<file path="config.mk">
export PLATFORM = sky130hd
export DESIGN_NAME = bitmap_block_allocator_flat
export DESIGN_NICKNAME = d
export VERILOG_FILES = /design/src/rtl/bba_pkg.sv /design/src/rtl/bba_req_if.sv /design/src/rtl/bba_res_if.sv /design/src/rtl/bitmap_block_allocator.sv /design/src/flat_wrapper.sv
export VERILOG_INCLUDE_DIRS = /design/src /design/src/rtl
export SDC_FILE = /design/constraint.sdc
export NUM_CORES = 1
export LEC_CHECK = 0
export BUFFER_PORTS_ARGS = -buffer_cell sky130_fd_sc_hd__buf_2
export CAP_MARGIN = 20
export CORE_ASPECT_RATIO = 1.25
export CORE_MARGIN = 2
export CORE_UTILIZATION = 45
export CTS_BUF_LIST = sky130_fd_sc_hd__clkbuf_8
export CTS_CLUSTER_DIAMETER = 150
export DETAILED_ROUTE_END_ITERATION = 10
export HOLD_SLACK_MARGIN = 0.05
export PLACE_DENSITY = 0.59
export SLEW_MARGIN = 20
export SYNTH_ARGS = -nofsm -noshare
export SYNTH_HDL_FRONTEND = slang
export SYNTH_SLANG_ARGS = --single-unit
</file>
<file path="constraint.sdc">
create_clock -name clk -period 6.6 [get_ports clk]
set_input_delay 0 -clock clk [delete_from_list [all_inputs] [get_ports clk]]
set_output_delay 0 -clock clk [all_outputs]
set_load 0.005 [all_outputs]
</file>
<file path="src/rtl/assert_macros.svh">
// Assertion helpers: both forms sample on clk and are disabled while arst_n is low.
`ifndef ASSERT_MACROS_SVH
`define ASSERT_MACROS_SVH
`ifndef SYNTHESIS
// Check in the same cycle
`define BBA_ASSERT_IMP(lbl, ante, cons, msg) \
	lbl: assert property (@(posedge clk) disable iff (!arst_n) (ante) |-> (cons)) \
		else $error(msg);
// Check in the following cycle
`define BBA_ASSERT_NXT(lbl, ante, cons, msg) \
	lbl: assert property (@(posedge clk) disable iff (!arst_n) (ante) |=> (cons)) \
		else $error(msg);
`else
`define BBA_ASSERT_IMP(lbl, ante, cons, msg)
`define BBA_ASSERT_NXT(lbl, ante, cons, msg)
`endif
`endif

</file>
<file path="src/rtl/bba_pkg.sv">
package bba_pkg;

	// Bitmap size and field widths
	localparam int unsigned MAX_BLOCKS = 64;
	localparam int unsigned IDX_W      = 6;
	localparam int unsigned LEN_W      = 7;
	localparam int unsigned CNT_W      = 7;
	localparam int unsigned PADDR_W    = 3;
	localparam int unsigned PDATA_W    = 32;

	// Register map: index taken from paddr[2]
	localparam logic REG_BLOCKS_IN_USE = 1'b0;
	localparam logic [CNT_W-1:0] BLOCKS_RESET = 7'd64;

	typedef enum logic [1:0] {
		ST_OK      = 2'd0,
		ST_USED    = 2'd1,
		ST_NOSPACE = 2'd2,
		ST_RANGE   = 2'd3
	} status_t;

	typedef enum logic [2:0] {
		S_IDLE,
		S_CHK,
		S_SCAN,
		S_REL,
		S_RESP,
		S_ORD,
		S_OWR
	} bba_state_t;

endpackage

</file>
<file path="src/rtl/bba_req_if.sv">
interface bba_req_if;
	import bba_pkg::*;

	logic             valid;
	logic             ready;
	logic [IDX_W-1:0] first_block;
	logic [LEN_W-1:0] file_length;

	modport source (output valid, output first_block, output file_length, input ready);
	modport sink   (input valid, input first_block, input file_length, output ready);

endinterface

</file>
<file path="src/rtl/bba_res_if.sv">
interface bba_res_if;
	import bba_pkg::*;

	logic             valid;
	logic             ready;
	logic [IDX_W-1:0] block_index;
	status_t          status;
	logic             last_of_run;

	modport source (output valid, output block_index, output status, output last_of_run,
		input ready);
	modport sink   (input valid, input block_index, input status, input last_of_run,
		output ready);

endinterface

</file>
<file path="src/rtl/bitmap_block_allocator.sv">
// First-fit block allocator over a used/free bitmap held in a synchronous RAM.
// After acceptance an out-of-range start goes straight to the result, a used start follows
// the bitmap check; otherwise a scan of up to n entries (n: blocks_in_use capped at 64),
// then one result per held block, or on failure a release pass over the held blocks first.
// One request at a time; the bitmap RAM (one entry a cycle) and the held-list RAM set the
// rate. Reset clears the valid bits (every block free), blocks_in_use 64.
`include "assert_macros.svh"

module bitmap_block_allocator (
	input  logic                        clk,
	input  logic                        arst_n,
	bba_req_if.sink                     req,
	bba_res_if.source                   res,
	input  logic                        psel,
	input  logic                        penable,
	input  logic                        pwrite,
	input  logic [bba_pkg::PADDR_W-1:0] paddr,
	input  logic [bba_pkg::PDATA_W-1:0] pwdata,
	output logic [bba_pkg::PDATA_W-1:0] prdata,
	output logic                        pready
);
	import bba_pkg::*;

	// Configuration
	logic [CNT_W-1:0] cfg_q;
	logic [CNT_W-1:0] n_eff;

	// Control
	bba_state_t       state_q, state_d;
	logic [IDX_W-1:0] start_q;
	logic [LEN_W-1:0] want_q;
	status_t          resp_status_q;
	logic [CNT_W-1:0] cnt_q;
	logic [CNT_W-1:0] idx_q;
	logic             vld_s1;
	logic [IDX_W-1:0] idx_s1;

	// Bitmap RAM with valid bits
	logic             used_mem [MAX_BLOCKS];
	logic [MAX_BLOCKS-1:0] uvld_q;
	logic             u_rdata_s1;
	logic             u_rvld_s1;
	logic             used_s1;
	logic             u_rd_en, u_wr_en, u_wr_data;
	logic [IDX_W-1:0] u_rd_addr, u_wr_addr;

	// Held-list RAM
	logic [IDX_W-1:0] held_mem [MAX_BLOCKS];
	logic [IDX_W-1:0] hdata_s1;
	logic             h_rd_en, h_wr_en;
	logic [IDX_W-1:0] h_rd_addr, h_wr_addr, h_wr_data;

	// Output register
	logic             res_valid_q;
	logic [IDX_W-1:0] res_idx_q;
	status_t          res_status_q;
	logic             res_last_q;
	logic             out_free, out_load, out_last;
	logic [IDX_W-1:0] out_idx;
	status_t          out_status;

	logic             take;
	logic             scan_rd, rel_rd;

	// APB register access
	assign pready = 1'b1;
	assign prdata = (paddr[2] == REG_BLOCKS_IN_USE) ?
		{{(PDATA_W-CNT_W){1'b0}}, cfg_q} : '0;

	always_ff @(posedge clk or negedge arst_n) begin
		if (!arst_n) begin
			cfg_q <= BLOCKS_RESET;
		end else if (psel && penable && pwrite && pready &&
			paddr[2] == REG_BLOCKS_IN_USE) begin
			cfg_q <= pwdata[CNT_W-1:0];
		end
	end

	// Cap the count at the bitmap size
	assign n_eff   = (cfg_q > CNT_W'(MAX_BLOCKS)) ? CNT_W'(MAX_BLOCKS) : cfg_q;
	assign used_s1 = u_rdata_s1 & u_rvld_s1;
	assign out_free = !res_valid_q || res.ready;

	// Next state and strobes
	always_comb begin
		state_d    = state_q;
		req.ready  = 1'b0;
		u_rd_en    = 1'b0;
		u_rd_addr  = idx_q[IDX_W-1:0];
		u_wr_en    = 1'b0;
		u_wr_addr  = idx_s1;
		u_wr_data  = 1'b0;
		h_rd_en    = 1'b0;
		h_rd_addr  = idx_q[IDX_W-1:0];
		h_wr_en    = 1'b0;
		h_wr_addr  = cnt_q[IDX_W-1:0];
		h_wr_data  = idx_s1;
		out_load   = 1'b0;
		out_idx    = start_q;
		out_status = resp_status_q;
		out_last   = 1'b1;
		take       = 1'b0;
		scan_rd    = 1'b0;
		rel_rd     = 1'b0;
		case (state_q)
			S_IDLE: begin
				req.ready = 1'b1;
				if (req.valid) begin
					if ({1'b0, req.first_block} >= n_eff) begin
						state_d = S_RESP;
					end else begin
						u_rd_en   = 1'b1;
						u_rd_addr = req.first_block;
						state_d   = S_CHK;
					end
				end
			end
			S_CHK: begin
				if (used_s1) begin
					state_d = S_RESP;
				end else begin
					u_wr_en   = 1'b1;
					u_wr_addr = start_q;
					u_wr_data = 1'b1;
					h_wr_en   = 1'b1;
					h_wr_addr = '0;
					h_wr_data = start_q;
					state_d   = S_SCAN;
				end
			end
			S_SCAN: begin
				if (cnt_q >= want_q) begin
					state_d = S_ORD;
				end else begin
					// Take the entry read last cycle if it is free
					take = vld_s1 && !used_s1;
					if (take) begin
						u_wr_en   = 1'b1;
						u_wr_data = 1'b1;
						h_wr_en   = 1'b1;
					end
					if (idx_q < n_eff) begin
						u_rd_en = 1'b1;
						scan_rd = 1'b1;
					end else if (!vld_s1) begin
						state_d = S_REL;
					end
				end
			end
			S_REL: begin
				// Free every held block again, one a cycle
				if (vld_s1) begin
					u_wr_en   = 1'b1;
					u_wr_addr = hdata_s1;
					u_wr_data = 1'b0;
				end
				if (idx_q < cnt_q) begin
					h_rd_en = 1'b1;
					rel_rd  = 1'b1;
				end else if (!vld_s1) begin
					state_d = S_RESP;
				end
			end
			S_RESP: begin
				if (out_free) begin
					out_load = 1'b1;
					state_d  = S_IDLE;
				end
			end
			S_ORD: begin
				h_rd_en = 1'b1;
				state_d = S_OWR;
			end
			S_OWR: begin
				if (out_free) begin
					out_load   = 1'b1;
					out_idx    = hdata_s1;
					out_status = ST_OK;
					out_last   = (idx_q + CNT_W'(1)) == cnt_q;
					state_d    = out_last ? S_IDLE : S_ORD;
				end
			end
			default: begin
				state_d = S_IDLE;
			end
		endcase
	end

	always_ff @(posedge clk or negedge arst_n) begin
		if (!arst_n) begin
			state_q <= S_IDLE;
		end else begin
			state_q <= state_d;
		end
	end

	// Request bookkeeping and counters
	always_ff @(posedge clk or negedge arst_n) begin
		if (!arst_n) begin
			start_q       <= '0;
			want_q        <= '0;
			resp_status_q <= ST_OK;
			cnt_q         <= '0;
			idx_q         <= '0;
			vld_s1        <= 1'b0;
			idx_s1        <= '0;
		end else begin
			vld_s1 <= scan_rd || rel_rd;
			idx_s1 <= idx_q[IDX_W-1:0];
			case (state_q)
				S_IDLE: begin
					if (req.valid) begin
						start_q       <= req.first_block;
						want_q        <= req.file_length;
						resp_status_q <= ST_RANGE;
					end
				end
				S_CHK: begin
					resp_status_q <= ST_USED;
					cnt_q         <= CNT_W'(1);
					idx_q         <= '0;
				end
				S_SCAN: begin
					if (take) begin
						cnt_q <= cnt_q + CNT_W'(1);
					end
					if (state_d != S_SCAN) begin
						idx_q <= '0;
					end else if (scan_rd) begin
						idx_q <= idx_q + CNT_W'(1);
					end
				end
				S_REL: begin
					resp_status_q <= ST_NOSPACE;
					if (rel_rd) begin
						idx_q <= idx_q + CNT_W'(1);
					end
				end
				S_OWR: begin
					if (out_load) begin
						idx_q <= idx_q + CNT_W'(1);
					end
				end
				default: begin
				end
			endcase
		end
	end

	// Bitmap RAM: one write, one registered read
	always_ff @(posedge clk) begin
		if (u_wr_en) begin
			used_mem[u_wr_addr] <= u_wr_data;
		end
		if (u_rd_en) begin
			u_rdata_s1 <= used_mem[u_rd_addr];
		end
	end

	// Valid bits: an unwritten entry reads as free
	always_ff @(posedge clk or negedge arst_n) begin
		if (!arst_n) begin
			uvld_q    <= '0;
			u_rvld_s1 <= 1'b0;
		end else begin
			if (u_wr_en) begin
				uvld_q[u_wr_addr] <= 1'b1;
			end
			if (u_rd_en) begin
				u_rvld_s1 <= uvld_q[u_rd_addr];
			end
		end
	end

	// Held-list RAM
	always_ff @(posedge clk) begin
		if (h_wr_en) begin
			held_mem[h_wr_addr] <= h_wr_data;
		end
		if (h_rd_en) begin
			hdata_s1 <= held_mem[h_rd_addr];
		end
	end

	// Output register: load when free, drop when taken
	always_ff @(posedge clk or negedge arst_n) begin
		if (!arst_n) begin
			res_valid_q <= 1'b0;
		end else if (out_load) begin
			res_valid_q <= 1'b1;
		end else if (res.ready) begin
			res_valid_q <= 1'b0;
		end
	end

	always_ff @(posedge clk) begin
		if (out_load) begin
			res_idx_q    <= out_idx;
			res_status_q <= out_status;
			res_last_q   <= out_last;
		end
	end

	assign res.valid       = res_valid_q;
	assign res.block_index = res_idx_q;
	assign res.status      = res_status_q;
	assign res.last_of_run = res_last_q;

	`BBA_ASSERT_IMP(a_scan_cnt, state_q == S_SCAN, cnt_q <= want_q || cnt_q == CNT_W'(1), "held count passed the request length")
	`BBA_ASSERT_IMP(a_scan_idx, state_q == S_SCAN, idx_q <= n_eff, "scan ran beyond the block count")
	`BBA_ASSERT_IMP(a_rel_clear, state_q == S_REL && u_wr_en, !u_wr_data, "release pass marked a block used")
	`BBA_ASSERT_IMP(a_out_load, out_load, !res_valid_q || res.ready, "pending result overwritten")
	`BBA_ASSERT_NXT(a_chk_scan, state_q == S_CHK && !used_s1, state_q == S_SCAN && cnt_q == CNT_W'(1), "scan did not start with the start block held")

endmodule

</file>
<file path="src/flat_wrapper.sv">
// flat-port wrapper written by rule: the top's interface ports become plain ports
module bitmap_block_allocator_flat import bba_pkg::*;
  (clk, arst_n, psel, penable, pwrite, paddr, pwdata, prdata, pready, req_valid, req_first_block, req_file_length, req_ready, res_valid, res_block_index, res_status, res_last_of_run, res_ready);
  bba_req_if req_i ();
  bba_res_if res_i ();
  input  logic clk;
  input  logic arst_n;
  input  logic psel;
  input  logic penable;
  input  logic pwrite;
  input  logic [bba_pkg::PADDR_W-1:0] paddr;
  input  logic [bba_pkg::PDATA_W-1:0] pwdata;
  output logic [bba_pkg::PDATA_W-1:0] prdata;
  output logic pready;
  input wire logic [$bits(req_i.valid)-1:0] req_valid;
  input wire logic [$bits(req_i.first_block)-1:0] req_first_block;
  input wire logic [$bits(req_i.file_length)-1:0] req_file_length;
  output wire logic [$bits(req_i.ready)-1:0] req_ready;
  output wire logic [$bits(res_i.valid)-1:0] res_valid;
  output wire logic [$bits(res_i.block_index)-1:0] res_block_index;
  output wire logic [$bits(res_i.status)-1:0] res_status;
  output wire logic [$bits(res_i.last_of_run)-1:0] res_last_of_run;
  input wire logic [$bits(res_i.ready)-1:0] res_ready;
  assign req_i.valid = req_valid;
  assign req_i.first_block = req_first_block;
  assign req_i.file_length = req_file_length;
  assign req_ready = req_i.ready;
  assign res_valid = res_i.valid;
  assign res_block_index = res_i.block_index;
  assign res_status = res_i.status;
  assign res_last_of_run = res_i.last_of_run;
  assign res_i.ready = res_ready;
  bitmap_block_allocator u_core (.clk(clk), .arst_n(arst_n), .req(req_i), .res(res_i), .psel(psel), .penable(penable), .pwrite(pwrite), .paddr(paddr), .pwdata(pwdata), .prdata(prdata), .pready(pready));
endmodule
</file>
==> results.toml <==
[status]
status = "completed"

[global_route]
grt_use_total_pct = 21.7
grt_max_degree = 72
antenna_found_initial = 1
grt_first_pass_wirelength_um = 94100
grt_overflow = 0
grt_pass1_vias = 15600

[layout]
layout-drive-gt1-share_pct = 16.4
area_delta_synth_final_pct = 12.6
fin_nets = 1971
finalInstanceArea_um2 = 28200
fin_util_pct = 51.3

[power]
irDropWorstVdd_uv = 184
powerDensity_nw_per_um2 = 352
leakagePower_nw = 10.0

[worst_setup_path]
reg2regPathDepth = 10
worstSetupPathType = "register to register"
critical_path_required_ns = 6.94
arrival_ns = 5.00
cp_max_fo = 11
crit_path_top_delay_cell = "nand3_1"
crit_start = "u_core.cnt_q[0]"
critPathLaunchType = "register"
path_common_cell = "nor2_1"
reg2reg_to = "u_core.held_mem[41][1]"
ff2ff_setup_slack_ns = 1.94
rr_startpoint = "u_core.cnt_q[0]"
slowest_delay_ns = 0.71
endpoint_kind = "register"
worstPathCellList = "inv_1, ha_1, nand2b_1, a211oi_1, o21ai_0, a31oi_1, nand2_1, nor2_1, nand3_1, nor2_1"

[min_path]
min_from = "req_first_block[0]"
worstHoldPathCells = 4
hold_class = "input pin to register"
min_to = "u_core.start_q[0]"

[die]
start_util_pct = 45.6
row_count = 96
core-area_um2 = 54900
die_area_um2 = 57500
die_x_um = 215
die_h_um = 268
io_pins = 99

[clock_network]
root_buffer = "clkbuf_8"
clk_pin_slew_ns = 0.06
clock-sinks = 576
cts_buffers = 91
cts_buffer_depth = 3
h-tree-depth = 3
clk_latency_ns = 0.71
cts_tree = "done"

[logic_synthesis]
syn_area_um2 = 25000
ys_async_sr_fraction_pct = 19.4
synth_edf_count = 464
postSynthAreaPerCell_um2 = 14.1
synth-warning-count = 0
synth-seq-cells = 576
seq_area_frac_synth_pct = 66.9
synth_flop_cell = "edfxtp_1"
yosysUniqueCellTypes = 67
synth_common_cells = "edfxtp_1 (464), nor2_1 (159), nand2_1 (150), mux2i_1 (114), dfrtp_1 (111)"
syn_inst = 1771
synth_area_leader_cell = "edfxtp_1"
synth.top_cell.area_share_pct = 55.7
netlist_top_cells_area = "edfxtp_1 (56%), dfrtp_1 (11%), mux4_2 (4.9%), mux2i_1 (4.6%), nor2_1 (2.4%)"
synth.most_common_cell = "edfxtp_1"

[placed_design]
gp_congestion = 0.852
dp.final_hpwl_um = 39700
dpl-instance-area_um2 = 25800
io_buffers = 45

[sta]
drv_slew = 0
rsz0062_at_grt = "no"
setup_viol = 0
finalHoldViolations = 0
clock_skew_ns = 0.0479
tns_ns = 0
finalCriticalPeriod_ns = 4.66
clock.fmax_mhz = 214
tightest_slew_ns = 1.02
maxSlewHeadroom_pct = 31.8
post-route-period-util_pct = 70.7

[routing]
drtPass1Iterations = 5
wl_per_cell_um = 22.8
wl_met3_um = 3020
drt_iter0_markers = 948
highest-signal-layer = "met4"
finalWirelength_um = 61500
ant_nets = 0
drc = 0
dr_wl_met2_um = 32100
viasPerCell = 5.62
num_vias = 15200
wl_met1_um = 24200

[flow_run]
maxCapViolCount = 0
-- registers in the layout (all words and copies together) (netlist names), 7 cells and up --
name and flops:
u_core.cfg_q 7, u_core.cnt_q 7, u_core.held_mem 384, u_core.idx_q 7, u_core.used_mem 64, u_core.uvld_q 64
u_core.want_q 7
-- cell families after synthesis --
logic type                 share of synthesized area (%)
DFF                                                 66.9
and+or+nand+nor                                     8.71
buffers and inverters                               2.98
other                                             0.0300
adders and majority gates                           1.40
AOI/OAI and AO/OA                                   8.40
xor gates and xnor gates                           0.420
muxes                                               11.2
-- layer usage --
layer | vias to the layer above | global-route usage, %
met5 | - | 0
met2 | 460 | 38.7
met4 | 0 | 9.63
li1 | 6934 | -
met3 | 118 | 3.75
met1 | 7677 | 25.9
-- worst max-delay path: cells and delay by family (launching register included) --
kind / cells / cell delay [ns]
adder cells (fa/ha/maj): 1 / 0.32
buffers and inverters: 1 / 0.19
flip-flops: 1 / 0.52
AND/OR/NAND/NOR: 5 / 2.37
AO/OA/AOI/OAI: 3 / 0.89
-- cell usage in the layout, fill, tap and decap left out, types with 17 or more instances in the layout --
cell	count
o21bai_1	39
clkbuf_8	95
o21ai_0	56
dlygate4sd3_1	58
mux4_2	54
ha_1	28
buf_4	26
nor3_1	21
conb_1	26
dfrtp_1	108
clkinv_1	30
nor2_1	159
mux2i_1	114
o22ai_1	27
a21oi_1	85
mux2_2	39
or2_2	29
nand2_1	146
nor2b_1	17
nand3_1	23
buf_2	44
edfxtp_1	464
o221ai_1	24
inv_1	58
-- worst max-delay path by stage --
stage                             end  slack (ns)  depth (start not counted)
2_1_floorplan       u_core.u_rdata_s1        3.30                         15
4_1_cts              u_core.u_rvld_s1        1.94                         13
3_3_place_gp         u_core.u_rvld_s1        1.98                         13
6_report       u_core.held_mem[41][1]        1.94                         10
5_1_grt              u_core.u_rvld_s1        1.69                         13
3_5_place_dp         u_core.u_rvld_s1        1.94                         13
-- layout make-up --
type	instances	area, um2
inverters	27	101
fillers	4707	26700
diodes	1	2.50
repair buffers	129	1020
well taps	735	920
clock inverters	75	403
multi-input cells	1063	7680
flip-flops and latches	576	16700
clock buffers	95	1310
-- timing repair --
action | 4_1_cts | 5_1_grt
hold endpoints to repair | 76 | 0
hold buffers | 59 | 0
buffers inserted | 0 | 0
resized for setup | 0 | 0
-- per-stage QoR --
step | worst slack (ns) | hold slack (ns) | total power, mW | cells
floorplan | 3.30 | -0.296 | 6.22 | 1795
global placement | 1.98 | 0.0339 | 7.01 | 2471
detailed placement | 1.94 | 0.0427 | 7.07 | 2471
CTS | 1.94 | 0.130 | 10.0 | 2700
global route | 1.69 | 0.164 | 10.4 | 2701
finish | 1.94 | 0.162 | 9.92 | 2701
-- power by group --
part | switching, mW | internal, mW | leakage (nW)
Clock | 1.42 | 1.43 | 0.995
Combinational | 1.59 | 0.917 | 3.27
Sequential | 0.229 | 4.34 | 5.74
Total | 3.24 | 6.69 | 10.0
Power figures use the tool's default switching activity.
